--- src/hw/rtl/afc_pkg.sv ---
`default_nettype none

package afc_pkg;

  localparam int PLANE_COUNT  = 6;
  localparam int FRAC_BITS    = 16;
  localparam int CORNER_COUNT = 8;

  localparam int CoordW    = 32;
  localparam int SlotW     = 3;
  localparam int PlaneAw   = (PLANE_COUNT > 1) ? $clog2(PLANE_COUNT) : 1;
  localparam int CornerAw  = $clog2(CORNER_COUNT);
  localparam int ProdW     = 2 * CoordW;
  localparam int SumW      = ProdW + 1;
  localparam int TotW      = SumW + 1;
  localparam int FaceCount = 6;
  localparam int ReasonW   = 4;

  // Reads sweep all CORNER_COUNT slots; LastCnt leaves room for the plane pipeline to drain.
  localparam int SweepLen  = CORNER_COUNT;
  localparam int CntW      = 4;
  localparam int LastCnt   = SweepLen + 3;

  localparam logic [ReasonW-1:0] ReasonNone     = 4'd0;
  localparam int                 ReasonFaceBase = 7;

  typedef logic signed [CoordW-1:0] coord_t;

  typedef struct packed {
    coord_t z;
    coord_t y;
    coord_t x;
  } vec3_t;

  typedef struct packed {
    coord_t d;
    coord_t c;
    coord_t b;
    coord_t a;
  } plane_t;

  typedef struct packed {
    logic             clr;
    logic             rd_en;
    logic [SlotW-1:0] rd_idx;
  } sweep_t;

  typedef enum logic [1:0] {
    OP_LOAD_PLANE  = 2'd0,
    OP_LOAD_CORNER = 2'd1,
    OP_TEST        = 2'd2,
    OP_NONE        = 2'd3
  } op_e;

endpackage

`default_nettype wire

--- src/hw/rtl/afc_corner_unit.sv ---
`default_nettype none

module afc_corner_unit (
  input  wire logic                         clk_i,
  input  wire logic                         rst_ni,
  input  wire logic                         wr_en_i,
  input  wire logic [afc_pkg::SlotW-1:0]    wr_idx_i,
  input  wire afc_pkg::vec3_t               wr_data_i,
  input  wire afc_pkg::sweep_t              sweep_i,
  input  wire afc_pkg::vec3_t               lo_i,
  input  wire afc_pkg::vec3_t               hi_i,
  output logic [afc_pkg::FaceCount-1:0]     face_o,
  output logic                              busy_o
);
  import afc_pkg::*;

  vec3_t mem [CORNER_COUNT];

  vec3_t                rdata_q;
  logic                 v1_q;
  logic [FaceCount-1:0] beyond;
  logic [FaceCount-1:0] face_q;

  always_ff @(posedge clk_i) begin
    if (wr_en_i) begin
      mem[wr_idx_i[CornerAw-1:0]] <= wr_data_i;
    end
    if (sweep_i.rd_en) begin
      rdata_q <= mem[sweep_i.rd_idx[CornerAw-1:0]];
    end
  end

  // Face order: x above max, x below min, then the same for y and z.
  always_comb begin
    beyond[0] = rdata_q.x > hi_i.x;
    beyond[1] = rdata_q.x < lo_i.x;
    beyond[2] = rdata_q.y > hi_i.y;
    beyond[3] = rdata_q.y < lo_i.y;
    beyond[4] = rdata_q.z > hi_i.z;
    beyond[5] = rdata_q.z < lo_i.z;
  end

  always_ff @(posedge clk_i or negedge rst_ni) begin
    if (!rst_ni) begin
      v1_q   <= 1'b0;
      face_q <= '1;
    end else begin
      v1_q <= sweep_i.rd_en;
      if (sweep_i.clr) begin
        face_q <= '1;
      end else if (v1_q) begin
        face_q <= face_q & beyond;
      end
    end
  end

  assign face_o = face_q;
  assign busy_o = v1_q;

endmodule

`default_nettype wire

--- config.mk ---
export PLATFORM = sky130hd
export DESIGN_NAME = afc_corner_unit
export DESIGN_NICKNAME = d
export VERILOG_FILES = /design/src/hw/rtl/afc_pkg.sv /design/src/hw/rtl/afc_corner_unit.sv
export SDC_FILE = /design/constraint.sdc
export NUM_CORES = 1
export LEC_CHECK = 0
export BUFFER_PORTS_ARGS = -buffer_cell sky130_fd_sc_hd__buf_4
export CAP_MARGIN = 20
export CORE_ASPECT_RATIO = 1.2
export CORE_MARGIN = 2
export CORE_UTILIZATION = 35
export CTS_CLUSTER_DIAMETER = 120
export DETAILED_ROUTE_END_ITERATION = 12
export SLEW_MARGIN = 10
export SYNTH_ARGS = -nofsm -noshare
export SYNTH_HDL_FRONTEND = slang
export SYNTH_SLANG_ARGS = --single-unit
--- constraint.sdc ---
create_clock -name clk_i -period 2.8 [get_ports clk_i]
set_input_delay 0.28 -clock clk_i [delete_from_list [all_inputs] [get_ports clk_i]]
set_output_delay 0.28 -clock clk_i [all_outputs]
set_load 0.03 [all_outputs]
==> summary.txt, run 1 <==
Outcome = finished, final reports clean
Register area share after synthesis = 71.1%
Yosys synthesis warning count = 0
Buffers added on ports = 305
# resized after CTS = 0
Worst Slack Setup Final = 0.272 ns
Ranking of synthesized cells by area = sky130_fd_sc_hd__edfxtp_1, sky130_fd_sc_hd__mux4_2, sky130_fd_sc_hd__ha_1
Count of H-tree levels built during CTS = 3
Total overflow reported by the global router = 0
Transition time at the pin with the least slew margin = 0.783 ns
Number of ports placed on the die boundary = 306
Kind of launch point of the worst setup path = flop
Setup Buffers After CTS = 0
Max-slew violations = 0
Final Setup Violations = 0
Clk_skew = 0.0196 ns
Worst path required time = 3.35 ns
Highest net fanout along the worst path = 3
Total Routed Length = 89.8 mm
Max Cap Violations = 0
Count of TritonRoute iterations in the first routing pass = 5
Largest area contributor in the netlist = sky130_fd_sc_hd__edfxtp_1
Post-detailed-placement half-perimeter wirelength = 58.4 mm
Kind of path behind the tightest hold check = in2async
Delay of the slowest cell on the worst path = 0.65 ns
Share of total power in the clock network = 38.7%
Core area = 0.104 mm^2
Kind of end point of the critical path = flop
Crit path from = rdata_q[85]
Start of the worst register-to-register path = rdata_q[85]
TritonCTS clock tree = done
Global-route met3 utilization = 2.48%
Unrepaired setup endpoints after global routing = no
Height of the chip = 359 um
Worst path buffer plus inverter count = 0
Average vias per placed instance = 5.00
Pin count of the biggest net entering global routing = 52
Busiest metal layer after global routing = met2
LEAKAGE = 16.3 nW
Number of enable-type register cells in the synthesized netlist = 864
Final period demand of the worst path = 2.53 ns
Final hold slack = 0.0862 ns
Flop2flop setup slack = 0.27 ns
Fin nets = 2907
Avg Inst Size Synth = 19.1 um^2
Switching Share = 21.9%
Violation count after the first detailed-route iteration = 1262
Starting Density = 35.2%
CP cell instances = ha_1 > nand4_1 > or4_4 > o41ai_4 > nor2_2 > a221oi_1 > nand3_1
Quantity of hold-fixing buffers added after cts = 97
Global placer's final weighted congestion = 0.816
Highest-delay cell along the critical path = sky130_fd_sc_hd__or4_4
Number of rows in the core area = 130
Logic gate share of total power = 9.1%
CTS sink count = 871
Critical path class = reg2reg
Area enclosed by the die boundary = 0.108 mm^2
Number of antenna violations at the first check in global routing = 10
Area fraction of the dominant cell type after synthesis = 70.6%
Net Count, Synth = 2410
Cell class contributing the biggest share of worst-path delay = simple AND/OR/NAND/NOR gates
Clock transition time at the flip-flop clock pins of the worst setup and hold paths = 0.06 ns
Buffer cell driving the clock tree root = sky130_fd_sc_hd__clkbuf_16
Wire length of the first global-routing pass = 133 mm
Met1 Resource Use GR = 20.2%
Fmax = 396 MHz
Number of antenna-violating nets in the routed design = 0
Flops & latches, synth = 871
Crit Reg-Reg Endpoint = face_o[4]
Fraction of met2 tracks used by global routing = 30.5%
Sum Neg Setup Slack = 0 ns
Top post-synthesis cells by count = sky130_fd_sc_hd__edfxtp_1, sky130_fd_sc_hd__inv_1, sky130_fd_sc_hd__mux4_2
Area growth syn-to-layout = 22.9%
Chip width = 300 um
Netlist area before placement = 0.0368 mm^2
Via count = 19403
Via count of the first global-routing pass = 21166
Total track usage = 16.7%
Share of flip-flops with an asynchronous set or reset = 0.804%
Sequential power share = 52.1%
Register-to-Register Path Depth = 7
Hold Fails Final Rpt = 0
Number of distinct standard cells referenced by the synthesized netlist = 59
Max-slew headroom at the worst pin = 47.8%
Routed length per instance = 23.2 um
Internal Dissipation = 0.0226 W
Clock latency reported for the late side of the worst-skew pair = 0.64 ns
Worst VDD drop = 0.397 mV
Synthesized netlist cell count = 1922
Dominant register cell in the synthesized netlist = sky130_fd_sc_hd__edfxtp_1
Proportion of layout cells with a drive suffix above 1 = 32.2%
Post-place setup slack = 0.307 ns
Number of buffers created by CTS = 88
Top-count cell post-synth = sky130_fd_sc_hd__edfxtp_1
Worst endpoint data arrival time = 3.07 ns
Total DRC errors in the routed layout = 0
Fraction of the cycle the final worst path needs = 90.3%
Switching power = 0.00634 W
Power per standard cell area = 641 mW/mm^2
Number of buffers on the longest clock path = 3
-- layout by cell type (no fill, tap or decap), drive strengths merged, types with 3 or more instances in the layout --
| cell | instances |
|---|---|
| nor4 | 5 |
| edfxtp | 864 |
| a21oi | 75 |
| nand2 | 45 |
| clkinv | 25 |
| nor2 | 25 |
| o21ai | 26 |
| buf | 364 |
| a21o | 8 |
| nand4 | 33 |
| dlygate4sd3 | 97 |
| ha | 189 |
| o211ai | 6 |
| dfstp | 6 |
| nand2b | 8 |
| nand3 | 12 |
| and4 | 5 |
| clkbuf | 116 |
| inv | 202 |
| bufinv | 5 |
| clkinvlp | 5 |
| a211oi | 9 |
| nor3 | 9 |
| a211o | 5 |
| o21a | 4 |
| nor2b | 3 |
| diode | 6 |
| o31ai | 3 |
| mux4 | 192 |
| mux2 | 96 |
| a221oi | 7 |
-- state kept, by name (all words and copies together), names as in the netlist --
register  count
mem         768
face_o        6
rdata_q      96
busy_o        1
-- routing by layer --
layer / share of wire (%) / vias to the layer above / wire [um]
li1: - / 8738 / -
met1: 40 / 10134 / 36000
met2: 54 / 420 / 48000
met3: 4.2 / 103 / 3740
met4: 2.1 / 8 / 1930
met5: 0.061 / - / 55
-- layout make-up --
class | instances | area (um^2)
clock buffer | 115 | 2350
inverter | 195 | 732
multi-input combinational | 801 | 9760
fill | 9136 | 59200
antenna | 6 | 15.0
tap | 1386 | 1730
sequential | 871 | 26100
timing repair buffer | 462 | 4070
clock inverter | 42 | 388
-- through the flow --
stage | instance area (um^2) | power, W | instances | utilization, %
floorplan | 36800 | 0.0167 | 1922 | -
detailed placement | 41500 | 0.0179 | 3618 | 39.7
finish | 45200 | 0.0290 | 3878 | 43.3
CTS | 45200 | 0.0293 | 3872 | 43.3
global placement | 41400 | 0.0178 | 3616 | 39.7
global route | 45200 | 0.0300 | 3876 | 43.3
-- power groups by stage --
stage / Sequential, W / Clock [W] / Combinational, W
CTS: 0.0151 / 0.0115 / 0.00271
global route: 0.0151 / 0.0120 / 0.00292
detailed placement: 0.0154 / 0 / 0.00256
floorplan: 0.0153 / 0 / 0.00137
global placement: 0.0154 / 0 / 0.00248
finish: 0.0151 / 0.0112 / 0.00265
-- kinds of logic (layout without fill, tap and decap cells) --
family,count (synthesis),count (layout),share of synthesized area (%)
AOI/OAI and AO/OA,167,167,2.89
and+or+nand+nor,157,157,2.28
other,0,6,0
buffers and inverters,250,814,2.62
DFF,871,871,71.1
adders and majority gates,189,189,6.43
muxes,288,288,14.7
-- how the worst max path moves through the flow --
stage	depth (start not counted)	slack (ns)	endpoint
after global placement	9	0.08	face_o[3]
final	7	0.27	face_o[4]
after global routing	7	0.18	face_o[4]
after CTS	7	0.27	face_o[4]
after detailed placement	7	0.31	face_o[0]
after floorplan	2	-0.61	mem[1][0]
No activity file was read; power rests on OpenSTA's default activity.
==> run 2: changes to the inputs <==
CORE_MARGIN = 5   (was 2)
==> run 2 against run 1 <==
  * Sequential share of layout area fell by 0.10 points
  * Clock-buffer cell count fell by 13
  * Non-clock buffer count rose by 13
  * Hold slack got worse by 0.025 ns
  * Core utilization barely moved
  * Final cell count rose by 0.21%
==> summary.txt, run 2 (synthesis gave the netlist of run 1 again) <==
Kind of launch point of the worst setup path = flop
Fin nets = 2917 (+0.34%)
Hold Fails Final Rpt = 0 (unchanged)
Number of buffers created by CTS = 85 (-3.4%)
Final hold slack = 0.0611 ns (-0.0251 ns)
Violation count after the first detailed-route iteration = 1116 (-12%)
Number of buffers on the longest clock path = 3 (unchanged)
Max-slew violations = 0 (unchanged)
Global-route met3 utilization = 3.14% (+0.66 points)
Outcome = finished, final reports clean
Clock latency reported for the late side of the worst-skew pair = 0.64 ns (about the same)
Highest net fanout along the worst path = 4 (+1)
Clock transition time at the flip-flop clock pins of the worst setup and hold paths = 0.06 ns (about the same)
Busiest metal layer after global routing = met2
Met1 Resource Use GR = 20.2% (+0.073 points)
Core area = 0.105 mm^2 (+0.16%)
Total track usage = 16.2% (-0.47 points)
Buffers added on ports = 305 (unchanged)
Power per standard cell area = 635 mW/mm^2 (-0.93%)
Max-slew headroom at the worst pin = 39.9% (-7.8 points)
Worst endpoint data arrival time = 3.26 ns (+0.19 ns)
Post-layout util = 43.3% (about the same)
Sum Neg Setup Slack = 0 ns (unchanged)
CTS sink count = 871 (unchanged)
Starting Density = 35.1% (-0.055 points)
Count of H-tree levels built during CTS = 3 (unchanged)
Routed length per instance = 23.5 um (+1.3%)
Chip width = 306 um (+2.0%)
Kind of path behind the tightest hold check = in2reg
Area enclosed by the die boundary = 0.112 mm^2 (+3.7%)
Max Cap Violations = 0 (unchanged)
Top library cells by usage in the layout, fill and taps aside = sky130_fd_sc_hd__edfxtp_1, sky130_fd_sc_hd__buf_4, sky130_fd_sc_hd__inv_1
Global placer's final weighted congestion = 0.810 (-0.70%)
Unrepaired setup endpoints after global routing = no
Kind of end point of the critical path = flop
LEAKAGE = 16.4 nW (+0.24%)
Number of flip-flops under the largest register name = 768 (unchanged)
Height of the chip = 365 um (+1.7%)
Total DRC errors in the routed layout = 0 (unchanged)
Fmax = 371 MHz (-6.1%)
# resized after CTS = 0 (unchanged)
Area growth syn-to-layout = 23.1%
Buffer cell driving the clock tree root = sky130_fd_sc_hd__clkbuf_16
Number of rows in the core area = 130 (unchanged)
Worst Slack Setup Final = 0.108 ns (-0.164 ns)
Clk_skew = 0.0207 ns (+0.00105 ns)
Number of antenna-violating nets in the routed design = 0 (unchanged)
Worst path required time = 3.37 ns (+0.02 ns)
Average vias per placed instance = 5.00 (about the same)
Post-place setup slack = 0.0332 ns (-0.274 ns)
Via count of the first global-routing pass = 21149 (-0.080%)
Final Setup Violations = 0 (unchanged)
Count of TritonRoute iterations in the first routing pass = 7 (+2)
Via count = 19447 (+0.23%)
Critical path class = reg2reg
Proportion of layout cells with a drive suffix above 1 = 32.3% (+0.11 points)
Total Routed Length = 91.2 mm (+1.5%)
Worst VDD drop = 0.433 mV (+8.9%)
Number of ports placed on the die boundary = 306 (unchanged)
Fraction of the cycle the final worst path needs = 96.2% (+5.9 points)
Wire length of the first global-routing pass = 135 mm (+1.4%)
Flop2flop setup slack = 0.11 ns (-0.16 ns)
Pin count of the biggest net entering global routing = 98 (+88%)
Total overflow reported by the global router = 0 (unchanged)
Fraction of met2 tracks used by global routing = 29.0% (-1.4 points)
Commonest non-fill, non-tap cell in the layout = sky130_fd_sc_hd__edfxtp_1
Number of antenna violations at the first check in global routing = 11 (+1)
Final period demand of the worst path = 2.69 ns (+0.164 ns)
Post-detailed-placement half-perimeter wirelength = 60.3 mm (+3.4%)
Transition time at the pin with the least slew margin = 0.899 ns (+0.116 ns)
TritonCTS clock tree = done
## run 2: changes by cell type in the layout (fill, tap and decap cells not counted), sizes merged, moves of 2 or more
| cell | previous run | this run |
|---|---|---|
| clkbuf | 116 | 103 |
| buf | 364 | 376 |
| clkinv | 25 | 34 |
| inv | 202 | 199 |
| bufinv | 5 | 7 |
## run 2: layout make-up
| class | count | area [um^2] |
|---|---|---|
| Inverter | 195 | 732 |
| Fill cell | 9059 | 59300 |
| Clock buffer | 102 | 2190 |
| Tap cell | 1386 | 1730 |
| Clock inverter | 49 | 480 |
| Sequential cell | 871 | 26100 |
| Antenna cell | 7 | 17.5 |
| Timing Repair Buffer | 475 | 4210 |
| Multi-Input combinational cell | 801 | 9770 |
## run 2: path summary, 6_finish.rpt
path,start,endpoint,cells after the start
max,rdata_q[45],face_o[2],6
min in group asynchronous,rst_ni,busy_o,2
min reg2reg,face_o[5],face_o[5],2
max reg2reg,rdata_q[45],face_o[2],6
min,sweep_i[4],face_o[5],3
max in group asynchronous,rst_ni,face_o[3],2
## run 2: metal layers
| layer | wire (um) | part of all wire (%) |
|---|---|---|
| met1 | 36500 | 40 |
| met2 | 47500 | 52 |
| met3 | 5120 | 5.6 |
| met4 | 2020 | 2.2 |
| met5 | 38 | 0.042 |
## run 2: critical path: stages (launching register included)
cell                        delay [ns]
sky130_fd_sc_hd__edfxtp_1         0.41
sky130_fd_sc_hd__ha_1             0.34
sky130_fd_sc_hd__nand4_1          0.36
sky130_fd_sc_hd__a2111oi_1        0.94
sky130_fd_sc_hd__o41a_1           0.28
sky130_fd_sc_hd__o31ai_1          0.09
sky130_fd_sc_hd__a31o_1           0.20
## run 2: where the power goes
part	switching, W	leakage [nW]	internal (W)
sequential	0.000180	7.99	0.0149
combinational	0.00137	7.08	0.00130
clock	0.00473	1.29	0.00625
## run 2: through the flow
step	total power, W	std cells	instance area [um^2]
2_1_floorplan	0.0167	1922	36800
3_3_place_gp	0.0179	3630	41600
3_5_place_dp	0.0180	3631	41600
4_1_cts	0.0291	3879	45200
5_1_grt	0.0299	3881	45300
6_report	0.0287	3886	45300
## run 2: what timing repair did
action                                 in CTS  in global routing
buffers inserted                            0                  0
hold buffers                               97                  0
endpoints found under the hold margin     775                  0
